<file path="src/rtl/ept_pkg.sv">
// ----------------------------------------------------------------------------
// Encoder period tracker package
// Shared types and constants for the encoder period and distance tracker.
// ----------------------------------------------------------------------------
package ept_pkg;

    typedef enum logic [1:0] {
        OP_CAPTURE      = 2'd0,
        OP_QUERY        = 2'd1,
        OP_SET_DISTANCE = 2'd2
    } op_t;

    localparam logic [31:0] PERIOD_NONE = 32'hFFFF_FFFF;
    localparam logic [9:0]  VPM_RESET   = 10'd100;

    // Distance scaling divides by 100 as a shift by two, then a division by 25
    // done as a multiplication by a rounded-up reciprocal. The reciprocal is
    // exact for every dividend below 2^24.
    localparam int          PRODUCT_W   = 26;
    localparam int          QUOT_IN_W   = 24;
    localparam int          RECIP_W     = 25;
    localparam logic [24:0] RECIP_25    = 25'd21474837;
    localparam int          RECIP_SHIFT = 29;
    localparam int          SETPOINT_W  = 20;

    typedef struct packed {
        op_t                   op;
        logic [15:0]           capture_time;
        logic [31:0]           overflow_count;
        logic [SETPOINT_W-1:0] setpoint;
    } ch_cmd_t;

    typedef struct packed {
        logic [31:0] period;
        logic [15:0] edge_count;
        logic        stop_motor;
    } ch_result_t;

endpackage

</file>
<file path="src/rtl/ept_item_if.sv">
// ----------------------------------------------------------------------------
// Encoder tracker item channel
// Valid/ready channel carrying one command item into the tracker.
// ----------------------------------------------------------------------------
interface ept_item_if;
    logic        valid;
    logic        ready;
    logic [1:0]  operation;
    logic        channel;
    logic [15:0] capture_time;
    logic [31:0] overflow_count;
    logic [15:0] distance_cm;

    modport source (
        output valid, operation, channel, capture_time, overflow_count, distance_cm,
        input  ready
    );
    modport sink (
        input  valid, operation, channel, capture_time, overflow_count, distance_cm,
        output ready
    );
endinterface

</file>
<file path="src/rtl/ept_result_if.sv">
// ----------------------------------------------------------------------------
// Encoder tracker result channel
// Valid/ready channel carrying one result item out of the tracker.
// ----------------------------------------------------------------------------
interface ept_result_if;
    logic        valid;
    logic        ready;
    logic        channel_out;
    logic [31:0] period;
    logic [15:0] edge_count;
    logic        stop_motor;

    modport source (
        output valid, channel_out, period, edge_count, stop_motor,
        input  ready
    );
    modport sink (
        input  valid, channel_out, period, edge_count, stop_motor,
        output ready
    );
endinterface

</file>
<file path="src/rtl/ept_cfg_if.sv">
// ----------------------------------------------------------------------------
// Encoder tracker configuration channel
// Valid/ready write channel for the vanes-per-metre register.
// ----------------------------------------------------------------------------
interface ept_cfg_if;
    logic       valid;
    logic       ready;
    logic [9:0] vanes_per_metre;

    modport source (
        output valid, vanes_per_metre,
        input  ready
    );
    modport sink (
        input  valid, vanes_per_metre,
        output ready
    );
endinterface

</file>
<file path="src/rtl/ept_channel.sv">
// ----------------------------------------------------------------------------
// Encoder tracker channel
// State of one encoder channel, its capture, query and setpoint updates.
// ----------------------------------------------------------------------------
module ept_channel (
    input  logic                 clk,
    input  logic                 rst_n,
    input  logic                 update,
    input  ept_pkg::ch_cmd_t     cmd,
    output ept_pkg::ch_result_t  res
);

    logic [15:0] edges_reg,    edges_next;
    logic [15:0] interval_reg, interval_next;
    logic [15:0] prev_reg,     prev_next;
    logic        fresh_reg,    fresh_next;
    logic [31:0] mark_reg,     mark_next;
    logic [31:0] vanes_reg,    vanes_next;

    logic        have_edges;
    logic [31:0] ovf_diff;
    logic [31:0] ovf_ext;
    logic [31:0] period_sum;

    // Multiplying by 0xFFFF is a shift by 16 less the value itself.
    assign have_edges = (edges_reg != 16'd0);
    assign ovf_diff   = cmd.overflow_count - mark_reg;
    assign ovf_ext    = {ovf_diff[15:0], 16'd0} - ovf_diff;
    assign period_sum = {16'd0, interval_reg} + ovf_ext;

    always_comb
    begin
        edges_next     = edges_reg;
        interval_next  = interval_reg;
        prev_next      = prev_reg;
        fresh_next     = fresh_reg;
        mark_next      = mark_reg;
        vanes_next     = vanes_reg;
        res.period     = 32'd0;
        res.edge_count = edges_reg;
        res.stop_motor = 1'b0;
        case (cmd.op)
            ept_pkg::OP_CAPTURE:
            begin
                if (vanes_reg != 32'd0)
                begin
                    vanes_next     = vanes_reg - 32'd1;
                    res.stop_motor = (vanes_reg == 32'd1);
                end
                interval_next  = cmd.capture_time - prev_reg;
                edges_next     = edges_reg + 16'd1;
                prev_next      = cmd.capture_time;
                fresh_next     = 1'b1;
                res.edge_count = edges_reg + 16'd1;
            end
            ept_pkg::OP_QUERY:
            begin
                if (!have_edges || period_sum == 32'd0)
                begin
                    res.period = ept_pkg::PERIOD_NONE;
                end
                else
                begin
                    res.period = period_sum;
                end
                if (have_edges && fresh_reg)
                begin
                    mark_next  = cmd.overflow_count;
                    fresh_next = 1'b0;
                end
            end
            ept_pkg::OP_SET_DISTANCE:
            begin
                vanes_next = {{(32 - ept_pkg::SETPOINT_W){1'b0}}, cmd.setpoint};
            end
            default:
            begin
                edges_next = edges_reg;
            end
        endcase
    end

    always_ff @(posedge clk or negedge rst_n)
    begin
        if (!rst_n)
        begin
            edges_reg    <= 16'd0;
            interval_reg <= 16'd0;
            prev_reg     <= 16'd0;
            fresh_reg    <= 1'b0;
            mark_reg     <= 32'd0;
            vanes_reg    <= 32'd0;
        end
        else if (update)
        begin
            edges_reg    <= edges_next;
            interval_reg <= interval_next;
            prev_reg     <= prev_next;
            fresh_reg    <= fresh_next;
            mark_reg     <= mark_next;
            vanes_reg    <= vanes_next;
        end
    end

endmodule

</file>
<file path="src/rtl/encoder_period_distance_tracker.sv">
// Pipeline: an accepted item goes to the input register, then the result register.
// Throughput: one item per cycle unless the result side stalls; an item may
// follow on the same channel in the next cycle, since channel state is
// updated as the result is registered.
// Reset: rst_n clears all channel state and both valid flags, and loads
// vanes_per_metre with 100. No clearing pass is needed.
// ----------------------------------------------------------------------------
// Encoder period and distance tracker
// Captures encoder edges, reports extended periods and counts down setpoints.
// ----------------------------------------------------------------------------
module encoder_period_distance_tracker #(
    parameter int NUM_CHANNELS = 2
) (
    input  logic         clk,
    input  logic         rst_n,
    ept_cfg_if.sink      cfg,
    ept_item_if.sink     item,
    ept_result_if.source result
);

    logic [9:0] vpm_reg;

    // Input register
    logic                         in_valid_reg;
    ept_pkg::op_t                 op_reg;
    logic                         channel_reg;
    logic [15:0]                  capture_reg;
    logic [31:0]                  overflow_reg;
    logic [ept_pkg::PRODUCT_W-1:0] product_reg;

    // Result register
    logic        out_valid_reg;
    logic        channel_out_reg;
    logic [31:0] period_reg;
    logic [15:0] edge_count_reg;
    logic        stop_motor_reg;

    logic                                         advance;
    logic                                         in_ready;
    logic [ept_pkg::PRODUCT_W-1:0]                product_next;
    logic [ept_pkg::QUOT_IN_W+ept_pkg::RECIP_W-1:0] scaled;
    ept_pkg::ch_cmd_t                             cmd;
    ept_pkg::ch_result_t                          ch_res [NUM_CHANNELS];
    ept_pkg::ch_result_t                          sel_res;

    assign cfg.ready = 1'b1;

    always_ff @(posedge clk or negedge rst_n)
    begin
        if (!rst_n)
        begin
            vpm_reg <= ept_pkg::VPM_RESET;
        end
        else if (cfg.valid)
        begin
            vpm_reg <= cfg.vanes_per_metre;
        end
    end

    assign advance    = in_valid_reg && (!out_valid_reg || result.ready);
    assign in_ready   = !in_valid_reg || advance;
    assign item.ready = in_ready;

    // Distance times vanes per metre is formed ahead of the input register.
    assign product_next = {10'd0, item.distance_cm} * {16'd0, vpm_reg};

    always_ff @(posedge clk or negedge rst_n)
    begin
        if (!rst_n)
        begin
            in_valid_reg <= 1'b0;
        end
        else if (in_ready)
        begin
            in_valid_reg <= item.valid;
        end
    end

    always_ff @(posedge clk)
    begin
        if (in_ready && item.valid)
        begin
            op_reg       <= ept_pkg::op_t'(item.operation);
            channel_reg  <= item.channel;
            capture_reg  <= item.capture_time;
            overflow_reg <= item.overflow_count;
            product_reg  <= product_next;
        end
    end

    // Division by 100: drop two bits, then divide by 25 by reciprocal.
    assign scaled = product_reg[ept_pkg::PRODUCT_W-1:2] * ept_pkg::RECIP_25;

    always_comb
    begin
        cmd.op             = op_reg;
        cmd.capture_time   = capture_reg;
        cmd.overflow_count = overflow_reg;
        cmd.setpoint       =
            scaled[ept_pkg::RECIP_SHIFT +: ept_pkg::SETPOINT_W];
    end

    for (genvar i = 0; i < NUM_CHANNELS; i++)
    begin : g_channel
        ept_channel u_channel (
            .clk    (clk),
            .rst_n  (rst_n),
            .update (advance && (32'(channel_reg) == i)),
            .cmd    (cmd),
            .res    (ch_res[i])
        );
    end

    // A channel with no slot reads as all zeros and changes nothing.
    always_comb
    begin
        sel_res = '0;
        for (int i = 0; i < NUM_CHANNELS; i++)
        begin
            if (32'(channel_reg) == i)
            begin
                sel_res = ch_res[i];
            end
        end
    end

    always_ff @(posedge clk or negedge rst_n)
    begin
        if (!rst_n)
        begin
            out_valid_reg <= 1'b0;
        end
        else if (advance)
        begin
            out_valid_reg <= 1'b1;
        end
        else if (result.ready)
        begin
            out_valid_reg <= 1'b0;
        end
    end

    always_ff @(posedge clk)
    begin
        if (advance)
        begin
            channel_out_reg <= channel_reg;
            period_reg      <= sel_res.period;
            edge_count_reg  <= sel_res.edge_count;
            stop_motor_reg  <= sel_res.stop_motor;
        end
    end

    assign result.valid       = out_valid_reg;
    assign result.channel_out = channel_out_reg;
    assign result.period      = period_reg;
    assign result.edge_count  = edge_count_reg;
    assign result.stop_motor  = stop_motor_reg;

`ifndef SYNTHESIS
    // A held item must not be overwritten while the result side is stalled.
    a_stall_blocks_input: assert property (@(posedge clk) disable iff (!rst_n)
        (in_valid_reg && out_valid_reg && !result.ready) |-> !item.ready)
        else $error("input accepted while pipeline is stalled");

    a_stop_only_on_capture: assert property (@(posedge clk) disable iff (!rst_n)
        (advance && op_reg != ept_pkg::OP_CAPTURE) |=> !stop_motor_reg)
        else $error("stop_motor raised by a non-capture transaction");

    a_period_only_on_query: assert property (@(posedge clk) disable iff (!rst_n)
        (advance && op_reg != ept_pkg::OP_QUERY) |=> (period_reg == 32'd0))
        else $error("nonzero period on a non-query transaction");

    a_result_from_advance: assert property (@(posedge clk) disable iff (!rst_n)
        $rose(out_valid_reg) |-> $past(advance))
        else $error("result valid without a transaction moving forward");
`endif

endmodule
</file>
<file path="src/flat_wrapper.sv">
// flat-port wrapper written by rule: the top's interface ports become plain ports
module encoder_period_distance_tracker_flat 
#(
    parameter int NUM_CHANNELS = 2
)
  (clk, rst_n, cfg_valid, cfg_vanes_per_metre, cfg_ready, item_valid, item_operation, item_channel, item_capture_time, item_overflow_count, item_distance_cm, item_ready, result_valid, result_channel_out, result_period, result_edge_count, result_stop_motor, result_ready);
  ept_cfg_if cfg_i ();
  ept_item_if item_i ();
  ept_result_if result_i ();
  input  logic clk;
  input  logic rst_n;
  input wire logic [$bits(cfg_i.valid)-1:0] cfg_valid;
  input wire logic [$bits(cfg_i.vanes_per_metre)-1:0] cfg_vanes_per_metre;
  output wire logic [$bits(cfg_i.ready)-1:0] cfg_ready;
  input wire logic [$bits(item_i.valid)-1:0] item_valid;
  input wire logic [$bits(item_i.operation)-1:0] item_operation;
  input wire logic [$bits(item_i.channel)-1:0] item_channel;
  input wire logic [$bits(item_i.capture_time)-1:0] item_capture_time;
  input wire logic [$bits(item_i.overflow_count)-1:0] item_overflow_count;
  input wire logic [$bits(item_i.distance_cm)-1:0] item_distance_cm;
  output wire logic [$bits(item_i.ready)-1:0] item_ready;
  output wire logic [$bits(result_i.valid)-1:0] result_valid;
  output wire logic [$bits(result_i.channel_out)-1:0] result_channel_out;
  output wire logic [$bits(result_i.period)-1:0] result_period;
  output wire logic [$bits(result_i.edge_count)-1:0] result_edge_count;
  output wire logic [$bits(result_i.stop_motor)-1:0] result_stop_motor;
  input wire logic [$bits(result_i.ready)-1:0] result_ready;
  assign cfg_i.valid = cfg_valid;
  assign cfg_i.vanes_per_metre = cfg_vanes_per_metre;
  assign cfg_ready = cfg_i.ready;
  assign item_i.valid = item_valid;
  assign item_i.operation = item_operation;
  assign item_i.channel = item_channel;
  assign item_i.capture_time = item_capture_time;
  assign item_i.overflow_count = item_overflow_count;
  assign item_i.distance_cm = item_distance_cm;
  assign item_ready = item_i.ready;
  assign result_valid = result_i.valid;
  assign result_channel_out = result_i.channel_out;
  assign result_period = result_i.period;
  assign result_edge_count = result_i.edge_count;
  assign result_stop_motor = result_i.stop_motor;
  assign result_i.ready = result_ready;
  encoder_period_distance_tracker #(.NUM_CHANNELS(NUM_CHANNELS)) u_core (.clk(clk), .rst_n(rst_n), .cfg(cfg_i), .item(item_i), .result(result_i));
endmodule
</file>
<file path="config.mk">
export PLATFORM = sky130hd
export DESIGN_NAME = encoder_period_distance_tracker_flat
export DESIGN_NICKNAME = d
export VERILOG_FILES = /design/src/rtl/ept_pkg.sv /design/src/rtl/ept_item_if.sv /design/src/rtl/ept_result_if.sv /design/src/rtl/ept_cfg_if.sv /design/src/rtl/ept_channel.sv /design/src/rtl/encoder_period_distance_tracker.sv /design/src/flat_wrapper.sv
export SDC_FILE = /design/constraint.sdc
export NUM_CORES = 2
export LEC_CHECK = 0
export BUFFER_PORTS_ARGS = -buffer_cell sky130_fd_sc_hd__buf_2
export CORE_ASPECT_RATIO = 0.5
export CORE_MARGIN = 10
export CORE_UTILIZATION = 47
export DETAILED_ROUTE_END_ITERATION = 10
export PLACE_DENSITY = 0.73
export SKIP_CTS_REPAIR_TIMING = 1
export SYNTH_ARGS = -nofsm -noshare
export SYNTH_HDL_FRONTEND = slang
export SYNTH_SLANG_ARGS = --single-unit
</file>
<file path="constraint.sdc">
create_clock -name clk -period 17.4 [get_ports clk]
set_input_delay 0.87 -clock clk [delete_from_list [all_inputs] [get_ports clk]]
set_output_delay 0.87 -clock clk [all_outputs]
set_load 0.05 [all_outputs]
</file>
======== After elaboration in Yosys (flattened, before gate mapping) ========
Cells that the tools add are included.
Widths: inputs -> output; s select.
storage, ports and cells
  RAM bits ................................ 0
  bits in latches ......................... 0
  memory bits (read-only) ................. 0
  logic and storage cells ................. 98
  input port bits ......................... 82
  register bits after elaboration ......... 365
  memories ................................ 0
cells by class
  div/mod/pow operators ................... 0
  reductions and logical operators ........ 32
  shifts and indexed selects .............. 0
  bitwise operators ....................... 1
  magnitude comparators ................... 0
  $add $sub $neg .......................... 12
  multiply operators ...................... 2
  equal/unequal tests ..................... 8
  mux-type cells .......................... 19
operator list
  operator                number
  $mux 32                 6
  $pmux 32 s2             2
  $sub 32x32->32          4
  $add 16x32->32          2
  $eq 32x1->1 const B     2
  $logic_not 32->1        2
  $reduce_bool 32->1      2
  $sub 32x1->32 const B   2
  $mul 24x25->49 const B  1
  $mux 49                 1
  $mux 17                 2
  $add 16x1->16 const B   2
  $reduce_bool 16->1      2
  $sub 16x16->16          2
  $mul 16x10->26          1
  $reduce_and 3->1        6
  $ne 2x2->1 const B      4
  $logic_and 1x1->1       6
  $mux 1                  6
  $reduce_bool 2->1       3
  $logic_not 1->1         4
  $logic_or 1x1->1        4
  $pmux 1 s2              2
  $reduce_and 2->1        2
  4 further kinds         4

======== Depth between registers and ports, before layout ========
  word-level depth ........................ 8
  mapped depth ............................ 28
  gate-level depth less buffers ........... 26

======== By module ========
From an unflattened synthesis, not the netlist that was laid out.
unflattened totals
  cells, all modules ...................... 4,350
  area total of the unflattened synthesis .. 39,882.0 um^2
modules (own cells, without submodules)
  module                                       times used  area an instance (um^2)  cells each  sequential area each (um^2)
  encoder_period_distance_tracker              1           19,072.0                 1,695       4,057.6
  ept_channel (u_core.g_channel[0].u_channel)  1           10,665.2                 1,392       2,827.7
  ept_channel (u_core.g_channel[1].u_channel)  1           10,144.7                 1,263       2,827.7

======== Least setup slack after synthesis ========
No wires, ideal clock.
  path kind ............................... reg2reg
  start ................................... reg u_core.product_reg[9] (netlist name)
  end ..................................... reg u_core.g_channel[1].u_channel.vanes_reg[19]
  required time ........................... 17.254 ns
  stages on the path, launching flop included .. 24
  path slack .............................. 10.654 ns
  buffers on the path ..................... 0
  clock period less this slack ............ 6.746 ns
  arrival ................................. 6.600 ns
  cells stage by stage .................... edfxtp_1 > inv_1 > fa_1 > fa_1 > inv_1 > fa_1 > fa_1 > fa_1 > fa_1 > inv_1 > fa_1 > inv_1 > ha_1 > a21o_1 > a21o_1 > a21oi_1 > a2bb2oi_1 > nand2_1 > o41ai_2 > o21ai_0 > a41oi_1 > mux2i_1 > o21ai_0 > o311ai_0
on the way
  word-level cells in the longest chain between the ends .. 2
ends and longest elaborated chain
  what                    line                                   source
  start, declared         encoder_period_distance_tracker.sv:29  logic [ept_pkg::PRODUCT_W-1:0] product_reg;
  start signal, assigned  encoder_period_distance_tracker.sv:87  product_reg <= product_next;
  $mul 24x25->49          encoder_period_distance_tracker.sv:92  assign scaled = product_reg[ept_pkg::PRODUCT_W-1:2] * ept_pkg::RECIP_25;
  $pmux 32 s2             ept_channel.sv:42                      case (cmd.op)
  end signal, assigned    ept_channel.sv:101                     vanes_reg <= vanes_next;
  end, declared           ept_channel.sv:18                      logic [31:0] vanes_reg, vanes_next;
No other way between the ends.
A chain may end at the register's enable or synchronous reset.

======== Final worst setup path ========
  start ................................... reg u_core.product_reg[8] (netlist name)
  end ..................................... reg u_core.g_channel[1].u_channel.vanes_reg[19]
The elaborated chain is that of the path after synthesis.

==> reports/summary.txt <==
CTS tree - done
Yosys top cell by area - fa_1
Final ANT Viol Nets - 0
Synth top area share - 16.76%
grt ovf - 0
crit path from - u_core.product_reg[8]
Arr. time, crit path - 8.18 ns
Post-synth EDFFs - 125
via count - 28926
Final Critical Period - 7.713 ns
starting DRC count in detailed routing - 2236
largest net degree at the start of global routing - 107
warnings from Yosys - 0
RR Startpoint - u_core.product_reg[8]
IO Count - 135
Wirelength per Cell - 18.75 um
clk_skew - 0.03696 ns
Worst-path clk slew - 0.07 ns
Area Growth Syn to Fin - 8.266%
slowest CP cell - edfxtp_1
Startpoint Class - flip-flop
Sink Count - 363
Most used DFF post-synth - dfrtp_1
chip height - 220.7 um
most common cell in the netlist - inv_1
Initial DRT Pass Iterations - 6
Final HPWL DP - 78990 um
Final Setup Violations - 0
Mapped Area - 37870 um^2
Longest Clk Path Bufs - 3
Setup TNS - 0 ns
register area - 9713 um^2
multi-input logic area - 25430 um^2
Worst Path Buf+Inv - 4
crit path max fanout - 7
element type at the critical path end - flip-flop
CP cell instances - inv_1 > fa_1 > fa_1 > inv_1 > fa_1 > fa_1 > fa_1 > fa_1 > inv_1 > fa_1 > inv_1 > ha_1 > and4_1 > and3_1 > and3_1 > nand3_1 > o22ai_1 > o41ai_2 > o21ai_0 > a41oi_1 > mux2i_1 > o21ai_0 > o311ai_0
Post-Syn Instances - 4042
worst min-delay path class - input pin to asynchronous set/reset pin
fill cell count - 7279
fraction of registers with async set/reset - 65.56%
status - finished clean
Die ar. - 93020 um^2
final hold vios - 0
n_diodes - 0
Final period util - 44.33%
layout cells sized above 1 - 8.195%
met2 routed wirelength - 46430 um
max_cap viols - 0
Synth cell types - 96
initial antenna violation count - 0
required time worst endpoint - 17.87 ns
first-pass GRT wire length - 160400 um
final wirelength - 98190 um
Syn Area/Cell - 9.369 um^2
met3 wire len - 4579 um
clk root buf - clkbuf_16
most frequent cell on the critical path - fa_1
FF-to-FF path depth - 23
H-tree depth - 2
FF+latch count, synth - 363
R2R Setup Slk - 9.69 ns
Max Used Layer - met4
synth cell count leaders - inv_1, ha_1, nand2_1, fa_1, dfrtp_1
cts bufs inserted - 40
CP Class - flip-flop to flip-flop
Final Slew Violations - 0
Reg-to-Reg End - u_core.g_channel[1].u_channel.vanes_reg[19]
IO Port Bufs - 133
Initial Util - 47.55%
Area contributors post-synth - fa_1, ha_1, dfrtp_1
DRC viols - 0
RSZ-0062 raised after global routing - no
die width - 421.4 um
worst rel slew slack - 25.37%
worst skew pair latency - 0.61 ns
row count - 73
Slew @ Worst Pin - 1.115 ns
GR Util All Layers - 21.19%
Final #Nets - 4991
core box area - 79650 um^2
Post-Route M1 WL - 44150 um
Crit path largest cell delay - 0.60 ns
register area share after synthesis - 25.65%
syn_nets - 4916
f_max - 0.1297 GHz
Top delay family on crit path - adder cells
GP Congestion - 0.9415
vias per std cell - 5.524
vias in the first global route - 29779
==> worst reg2reg max path: stages, from the launching register on <==
cell and delay (ns):
edfxtp_1 0.60, inv_1 0.17, fa_1 0.50, fa_1 0.56, inv_1 0.05, fa_1 0.46, fa_1 0.55, fa_1 0.44
fa_1 0.55, inv_1 0.06, fa_1 0.53, inv_1 0.04, ha_1 0.31, and4_1 0.22, and3_1 0.21, and3_1 0.17
nand3_1 0.09, o22ai_1 0.15, o41ai_2 0.56, o21ai_0 0.37, a41oi_1 0.43, mux2i_1 0.29, o21ai_0 0.12, o311ai_0 0.14
==> layout by cell type, fill, tap and decap left out, types with 103 or more instances in the layout <==
master and count:
xor2_1 103, inv_1 613, a21oi_1 198, ha_1 475, nand2_1 385, xnor2_1 133
nor2_1 207, o21ai_0 224, fa_1 317, dfrtp_1 235, edfxtp_1 125, buf_2 132
==> metrics by stage <==
stage	worst slack (ns)	hold WS (ns)	utilization, %	area [um^2]	instances
floorplan	10.65	0.4414	-	37870	4042
global placement	9.986	0.4336	49.72	39600	5162
detailed placement	9.739	0.4384	49.72	39600	5162
CTS	9.703	0.3531	51.48	41000	5236
global route	9.250	0.3710	51.48	41000	5236
finish	9.687	0.3222	51.48	41000	5236
==> metal layers <==
layer  GRT usage, %  up-vias
met4          6.502        0
met2          36.48      783
met3          2.620      145
met1          27.99    14175
li1               -    13823
met5              0        -
==> final cells by class <==
class / count / area share (%)
Multi-Input combinational cell: 2949 / 62.01
Sequential cell: 363 / 23.69
Inverter: 614 / 5.621
Tap cell: 1087 / 3.317
Clock buffer: 53 / 2.817
Timing Repair Buffer: 149 / 1.941
Clock inverter: 21 / 0.6012
==> cells by family (layout without fill, tap and decap cells) <==
kind of cell	after synthesis	after routing	synth area share, %
simple gates	1049	1049	13.47
compound gates	820	820	14.11
fa+ha+maj	792	792	32.45
buf+inv	730	837	7.308
flops	363	363	25.65
xor+xnor	237	237	5.517
mux	50	50	1.493
other cells	1	1	0.009902
==> worst max-delay path by stage <==
stage / end / cells past startpoint
3_5_place_dp: u_core.g_channel[1].u_channel.vanes_reg[19] / 23
5_1_grt: u_core.g_channel[1].u_channel.vanes_reg[19] / 23
3_3_place_gp: u_core.g_channel[1].u_channel.vanes_reg[19] / 23
4_1_cts: u_core.g_channel[1].u_channel.vanes_reg[19] / 23
6_report: u_core.g_channel[1].u_channel.vanes_reg[19] / 23
2_1_floorplan: u_core.g_channel[1].u_channel.vanes_reg[19] / 23
Power is not shown: default switching activity piles up to over one toggle a cycle in this logic, so the estimate is an artifact.
